## config.mk

```make
export PLATFORM = sky130hd
export DESIGN_NAME = interrupt_dispatch_controller
export DESIGN_NICKNAME = d
export VERILOG_FILES = /design/src/idc_pkg.sv /design/src/idc_dispatch.sv /design/src/interrupt_dispatch_controller.sv
export SDC_FILE = /design/constraint.sdc
export NUM_CORES = 1
export LEC_CHECK = 0
export ABC_CLOCK_PERIOD_IN_PS = 2200
export BUFFER_PORTS_ARGS = -buffer_cell sky130_fd_sc_hd__buf_2
export CORE_MARGIN = 3
export CORE_UTILIZATION = 25
export CTS_CLUSTER_DIAMETER = 200
export CTS_CLUSTER_SIZE = 40
export DETAILED_ROUTE_END_ITERATION = 16
export PLACE_DENSITY = 0.46
export SLEW_MARGIN = 30
export SYNTH_ARGS = -nofsm -noshare
export SYNTH_HDL_FRONTEND = slang
export SYNTH_SLANG_ARGS = --single-unit
```

## constraint.sdc

```tcl
create_clock -name clock -period 2.2 [get_ports clock]
set_clock_uncertainty 0.05 [all_clocks]
set_input_delay 0.33 -clock clock [delete_from_list [all_inputs] [get_ports clock]]
set_output_delay 0.33 -clock clock [all_outputs]
set_load 0.05 [all_outputs]
```

## src/idc_pkg.sv

```systemverilog
package idc_pkg;

   localparam int FlagWidth   = 5;
   localparam int VectorWidth = 7;
   localparam int ActionWidth = 3;
   localparam int JoypadBit   = 4;

   typedef logic [FlagWidth-1:0]   flags_type;
   typedef logic [VectorWidth-1:0] vector_type;

   // Action codes carried in the low bits of the request beat.
   typedef enum logic [ActionWidth-1:0] {
      ACT_CHECK = 3'd0,
      ACT_EI    = 3'd1,
      ACT_DI    = 3'd2,
      ACT_HALT  = 3'd3,
      ACT_STOP  = 3'd4
   } action_type;

   typedef enum logic [1:0] {
      ME_DISABLED  = 2'd0,
      ME_SCHEDULED = 2'd1,
      ME_NEXT      = 2'd2,
      ME_ENABLED   = 2'd3
   } me_state_type;

   typedef enum logic [1:0] {
      RUN_RUNNING = 2'd0,
      RUN_HALTED  = 2'd1,
      RUN_STOPPED = 2'd2
   } run_state_type;

   typedef struct packed {
      me_state_type  me;
      run_state_type run;
   } ctl_state_type;

   typedef struct packed {
      logic [ActionWidth-1:0] action;
      flags_type              pending;
      flags_type              enables;
   } item_type;

   typedef struct packed {
      run_state_type run;
      me_state_type  me;
      logic          take;
      vector_type    vector;
      flags_type     pending_after;
   } result_type;

   localparam vector_type VectorTable [FlagWidth] = '{
      7'h40, 7'h48, 7'h50, 7'h58, 7'h60
   };

endpackage

```

## src/idc_dispatch.sv

```systemverilog
module idc_dispatch
   import idc_pkg::*;
(
   input  ctl_state_type state_cur,
   input  item_type      item,
   output ctl_state_type state_nxt,
   output result_type    result
);

   me_state_type me_adv;
   flags_type    masked;
   logic         wake;
   logic         take;
   logic [2:0]   first_idx;

   // The delayed re-enable moves one step on every check, before masking.
   always_comb begin
      me_adv = state_cur.me;
      case (state_cur.me)
         ME_SCHEDULED: me_adv = ME_NEXT;
         ME_NEXT:      me_adv = ME_ENABLED;
         default:      me_adv = state_cur.me;
      endcase
   end

   assign masked = item.pending & item.enables;
   assign wake   = ((masked != '0) && (state_cur.run == RUN_HALTED)) ||
                   (masked[JoypadBit] && (state_cur.run == RUN_STOPPED));
   assign take   = (item.action == ACT_CHECK) && !wake &&
                   (me_adv == ME_ENABLED) && (masked != '0);

   // Lowest set bit has the highest priority.
   always_comb begin
      first_idx = '0;
      for (int i = FlagWidth - 1; i >= 0; i--) begin
         if (masked[i]) begin
            first_idx = 3'(i);
         end
      end
   end

   // Next state.
   always_comb begin
      state_nxt = state_cur;
      case (item.action)
         ACT_CHECK: begin
            state_nxt.me = take ? ME_DISABLED : me_adv;
            if (wake) begin
               state_nxt.run = RUN_RUNNING;
            end
         end
         ACT_EI:   state_nxt.me  = ME_SCHEDULED;
         ACT_DI:   state_nxt.me  = ME_DISABLED;
         ACT_HALT: state_nxt.run = RUN_HALTED;
         ACT_STOP: state_nxt.run = RUN_STOPPED;
         default:  state_nxt = state_cur;
      endcase
   end

   // Result beat.
   always_comb begin
      result.run           = state_nxt.run;
      result.me            = state_nxt.me;
      result.take          = take;
      result.vector        = '0;
      result.pending_after = item.pending;
      if (take) begin
         result.vector        = VectorTable[first_idx];
         result.pending_after = item.pending & ~(flags_type'(1) << first_idx);
      end
   end

endmodule

```

## src/interrupt_dispatch_controller.sv

```systemverilog
// Channel  Dir  Handshake              Payload
// req      in   req_tvalid/req_tready  tdata: action, pending_flags, enable_flags
// rsp      out  rsp_tvalid/rsp_tready  tdata: pending_after, vector_address,
//                                      run_state, enable_state; tuser: take_interrupt
//
// One beat in, one beat out; a new beat is taken every cycle unless a stalled result fills both stages.
// A beat passes through two registers: the input register, then the result register.
// State updates when a beat moves from the input register to the result register.
// Reset clears both valid flags, the master enable (disabled) and the run state.
// A stalled result holds both stages; req_tready drops only when both are full.
module interrupt_dispatch_controller
   import idc_pkg::*;
(
   input  logic        clock,
   input  logic        reset,
   input  logic        req_tvalid,
   output logic        req_tready,
   input  logic [15:0] req_tdata,   // [2:0] action, [7:3] pending_flags, [12:8] enable_flags
   output logic        rsp_tvalid,
   input  logic        rsp_tready,
   output logic [15:0] rsp_tdata,   // [4:0] pending_after, [11:5] vector_address,
                                    // [13:12] run_state, [15:14] enable_state
   output logic        rsp_tuser    // [0] take_interrupt
);

   logic          in_valid_ff, in_valid_in;
   item_type      in_item_ff;
   logic          out_valid_ff, out_valid_in;
   result_type    out_data_ff;
   ctl_state_type state_ff, state_in;
   ctl_state_type state_calc;
   result_type    result_calc;
   logic          out_free;
   logic          advance;
   logic          req_accept;

   assign out_free   = !out_valid_ff || rsp_tready;
   assign advance    = in_valid_ff && out_free;
   assign req_tready = !in_valid_ff || out_free;
   assign req_accept = req_tvalid && req_tready;

   idc_dispatch u_dispatch (
      .state_cur (state_ff),
      .item      (in_item_ff),
      .state_nxt (state_calc),
      .result    (result_calc)
   );

   always_comb begin
      in_valid_in = in_valid_ff;
      if (req_accept) begin
         in_valid_in = 1'b1;
      end else if (advance) begin
         in_valid_in = 1'b0;
      end
      out_valid_in = out_valid_ff;
      if (advance) begin
         out_valid_in = 1'b1;
      end else if (rsp_tready) begin
         out_valid_in = 1'b0;
      end
      state_in = advance ? state_calc : state_ff;
   end

   always_ff @(posedge clock) begin
      if (reset) begin
         in_valid_ff  <= 1'b0;
         out_valid_ff <= 1'b0;
         state_ff     <= '{me: ME_DISABLED, run: RUN_RUNNING};
      end else begin
         in_valid_ff  <= in_valid_in;
         out_valid_ff <= out_valid_in;
         state_ff     <= state_in;
      end
   end

   always_ff @(posedge clock) begin
      if (req_accept) begin
         in_item_ff.action  <= req_tdata[2:0];
         in_item_ff.pending <= req_tdata[7:3];
         in_item_ff.enables <= req_tdata[12:8];
      end
      if (advance) begin
         out_data_ff <= result_calc;
      end
   end

   assign rsp_tvalid = out_valid_ff;
   assign rsp_tdata  = {out_data_ff.me, out_data_ff.run, out_data_ff.vector,
                        out_data_ff.pending_after};
   assign rsp_tuser  = out_data_ff.take;

endmodule

```

# Word-level counts from Yosys, hierarchy flattened
# Memory sizes are Yosys's and may differ from the RTL's. A register that Yosys moved wholly into a read port is not among the register bits.
# Index checks and enable logic that the tools add are counted.
# op_classes
bitwise_logic	4
reduce_logical	18
n_eq_ne	9
n_shift	1
n_mux	15
# op_table
operator	count
$mux 3	5
$pmux 2 s3	2
$and 5x5->5	2
$logic_and 1x1->1	7
$eq 2x2->1 const B	3
$eq 3x2->1 const B	2
$mux 5	1
$not 5->5	1
$reduce_bool 5->1	1
$shl 1x3->5 const A	1
$eq 2x1->1 const B	2
$logic_not 1->1	4
$mux 1	4
$mux 2	2
$not 3->4	1
$pmux 2 s2	1
$reduce_bool 2->1	2
$eq 3x1->1 const B	1
$eq 3x3->1 const B	1
$logic_not 3->1	1
$logic_or 1x1->1	3
# word_totals
mem_count	1
mem_bits_ro	56
wordCells	59
ff_bits	29
# memory_table
memory	words	word_bits	rd	rd_clocked_by_memory_dff	wr	line_no	source
(name not given)	8	7	1	1	0	idc_dispatch.sv:68	result.vector = VectorTable[first_idx];

# Depth between registers and ports, before layout
# logic_depth
ltp_word	10
depth_mapped	5
depth_no_buf	4

# Cells and area by module
# Synthesis repeated with hierarchy kept, for this count alone.
# hier_totals
cells_unflattened	111
area_unflattened_um2	1534.0
# by_module_without_submodules
module	n_inst	area_each_um2	cells_per_inst	seq_area_each_um2
interrupt_dispatch_controller	1	1173.6	58	1021.0
idc_dispatch	1	360.3	53	0.0

# Worst setup path before layout
# Ideal clock, no wire load.
# synth_timing
path_kind	flip-flop to flip-flop
start	register out_valid_ff (netlist: rsp_tvalid)
end	register in_item_ff[0] (netlist bit), enable pin
slack_ps	188
stages_incl_launch_ff	4
setup_ps	303
t_arrival_ps	1659
required_ps	1847
cell_sequence	dfxtp_1 > nor2b_1 > nand2_1 > and2_1
# synth_between
elab_chain_len	4
# synth_lines
element	line_no	source
start, declared	interrupt_dispatch_controller.sv:28	logic out_valid_ff, out_valid_in;
start signal, assigned	interrupt_dispatch_controller.sv:72	out_valid_ff <= out_valid_in;
$logic_not 1->1	interrupt_dispatch_controller.sv:37	assign out_free = !out_valid_ff || rsp_tready;
$logic_or 1x1->1	interrupt_dispatch_controller.sv:37	
$logic_or 1x1->1	interrupt_dispatch_controller.sv:39	assign req_tready = !in_valid_ff || out_free;
net req_tready	interrupt_dispatch_controller.sv:17	output logic req_tready,
$logic_and 1x1->1	interrupt_dispatch_controller.sv:40	assign req_accept = req_tvalid && req_tready;
end, declared	interrupt_dispatch_controller.sv:27	item_type in_item_ff;
# The timed path passes the listed nets, and every way through them passes these cells.
# A chain may end at the register's enable or synchronous reset.

==> results.sh <==
export IMPL_final_common_cell="buf_2"
export IMPL_diodes=0
export IMPL_vdd_drop_max_v=0.000334
export IMPL_final_area_um2=1700
export IMPL_core_um2=5240
export IMPL_drv_slew=0
export IMPL_clk_insertion_delay_late_ns=0.28
export IMPL_synthArstFlopShare_pct=0
export IMPL_cp_required_ns=2.19
export IMPL_ctsHoldBuffers=0
export IMPL_crit_fanout=9
export IMPL_leakage_nw=0.657
export IMPL_avgSynthCellArea_um2=13.4
export IMPL_num_vias=936
export IMPL_cts_root_buf="clkbuf_8"
export IMPL_min_path_type="in2reg"
export IMPL_clk_path_buf_depth=2
export IMPL_antenna_found_initial=0
export IMPL_synth_yosys_warnings=0
export IMPL_place_area_um2=1620
export IMPL_cts_htree_levels=2
export IMPL_fin_crit_ns=1.76
export IMPL_ant_nets=0
export IMPL_final_cell_mix="buf_2, edfxtp_1, nor2_1"
export IMPL_port_buffers=32
export IMPL_wl_um=2580
export IMPL_path_cells="nor3_4 -> nand4_4 -> o221a_1 -> a21o_2"
export IMPL_arrival_ns=1.75
export IMPL_worstSetupPathDepth=4
export IMPL_start_util_pct=26.7
export IMPL_cp_start_kind="register"
export IMPL_worstSetupPathType="reg2reg"
export IMPL_run_status="finished, final reports clean"
export IMPL_synth_seq_cells=33
export IMPL_netlist_area_um2=1400
export IMPL_post_cts_setup_buffer_count=0
export IMPL_cts_buffers=5
export IMPL_grt_setup_unrepaired="no"
export IMPL_vias_per_cell=4.42
export IMPL_tightestPinTransition_ns=0.650
export IMPL_r2r_slack_ns=0.44
export IMPL_hpwl_um=1950
export IMPL_synthFlopType="edfxtp_1"
export IMPL_finalSetupViolations=0
export IMPL_cp_top_family="flip-flops"
export IMPL_ys_types=37
export IMPL_fmax_mhz=568
export IMPL_final_layout_size_suffix_gt1_share_pct=32.4
export IMPL_critPathCaptureType="register"
export IMPL_grt_overflow=0
export IMPL_fin_crit_sh_pct=80.1
export IMPL_cts_tree="done"
export IMPL_slew_headroom_pct=56.6
export IMPL_finalSetupTns_ns=0
export IMPL_wl_per_cell_um=12.2
export IMPL_powerDensity_nw_per_um2=761
export IMPL_drc=0
export IMPL_p_total_mw=1.30
export IMPL_rr_worst_depth=4
export IMPL_clock_sinks=33
export IMPL_grt_pass1_vias=912
export IMPL_std_cell_rows=26
export IMPL_drt_iter0_drc=40
export IMPL_dieArea_um2=6520
export IMPL_synthesis_instances=104
export IMPL_path_buf_inv=0
export IMPL_cap_violations=0
export IMPL_crit_slowest_cell="edfxtp_1"
export IMPL_grt_pass1_wl_um=4400
export IMPL_slowest_delay_ns=0.52
export IMPL_synth_enable_flop_cells=27
export IMPL_place_congestion=0.712
export IMPL_firstDrtPassIters=4
export IMPL_io_pins=39
export IMPL_min_path_cells=1
export IMPL_clk_pin_slew_worst_paths_ns=0.07
export IMPL_post_cts_resized=0
export IMPL_hold_viol=0
export IMPL_area_delta_synth_final_pct=22.0
export IMPL_seq_area_frac_synth_pct=66.7
export IMPL_finalNetCount=161
export IMPL_grt_max_degree=14
export IMPL_die_x_um=80.7
export IMPL_grt_total_usage_pct=9.10
export IMPL_die_y_um=80.7
[logic make-up after synthesis]
| family | synth area share [%] |
|---|---|
| flip-flops | 66.7 |
| AND/OR/NAND/NOR | 13.6 |
| AO/OA/AOI/OAI | 15.9 |
| buffers and inverters | 3.49 |
| other | 0.269 |
[stage by stage]
stage                     worst slack [ns]  std cells  utilization (%)  hold slack, ns
after floorplan                      0.188        106                -           0.352
after global placement               0.420        204             31.0           0.442
after detailed placement             0.435        204             31.0           0.456
after CTS                            0.426        212             32.5           0.156
after global routing                 0.319        212             32.5           0.151
final                                0.439        212             32.5           0.166
[cell usage after synthesis (2+ instances only)]
cell	instances	area [µm²]
edfxtp_1	27	811
nor2_1	9	33.8
nand2_1	8	30.0
a21oi_1	7	35.0
dfxtp_1	6	120
a21boi_0	3	22.5
a31oi_1	3	18.8
buf_4	3	22.5
inv_1	3	11.3
nor2b_1	3	18.8
a22oi_1	2	15.0
nand2b_1	2	12.5
o211ai_1	2	15.0
o21a_1	2	15.0
o221a_1	2	22.5
[registers in the layout, summed over array words and instances (netlist names)]
| signal | cells |
|---|---|
| in_valid_ff | 1 |
| rsp_tuser | 1 |
| state_ff | 4 |
| rsp_tvalid | 1 |
| rsp_tdata | 13 |
| in_item_ff | 13 |
[power breakdown]
group	total [mW]	internal, mW	leakage, nW	switching [mW]
Combinational	0.135	0.0378	0.301	0.0970
Clock	0.434	0.219	0.0450	0.215
Sequential	0.728	0.707	0.311	0.0206
[layout make-up]
cell class | instances | area [µm²]
tap | 70 | 87.6
fill | 536 | 3530
clock buffer | 6 | 72.6
inverter | 3 | 11.3
sequential | 33 | 931
multi-input combinational | 65 | 424
timing repair buffer | 33 | 168
clock inverter | 2 | 10.0
[routing by layer]
layer | routed length (µm) | track usage [%] | up-vias
met1 | 1280 | 12.4 | 432
met4 | 36 | 4.05 | 0
met3 | 175 | 3.77 | 5
met2 | 1090 | 12.6 | 31
li1 | - | - | 468
met5 | 0 | 0 | -
[worst register-to-register path, cell delays in order (launching register included)]
cell and delay (ns):
edfxtp_1 0.52, nor3_4 0.35, nand4_4 0.16, o221a_1 0.25
a21o_2 0.18
[worst paths after layout]
path,startpoint,endpoint
setup / recovery,in_item_ff[12],rsp_tdata[15]
hold / removal,req_tdata[11],in_item_ff[3]
setup reg to reg,in_item_ff[12],rsp_tdata[15]
hold reg to reg,in_valid_ff,rsp_tvalid
No activity file was read; power rests on OpenSTA's default activity.
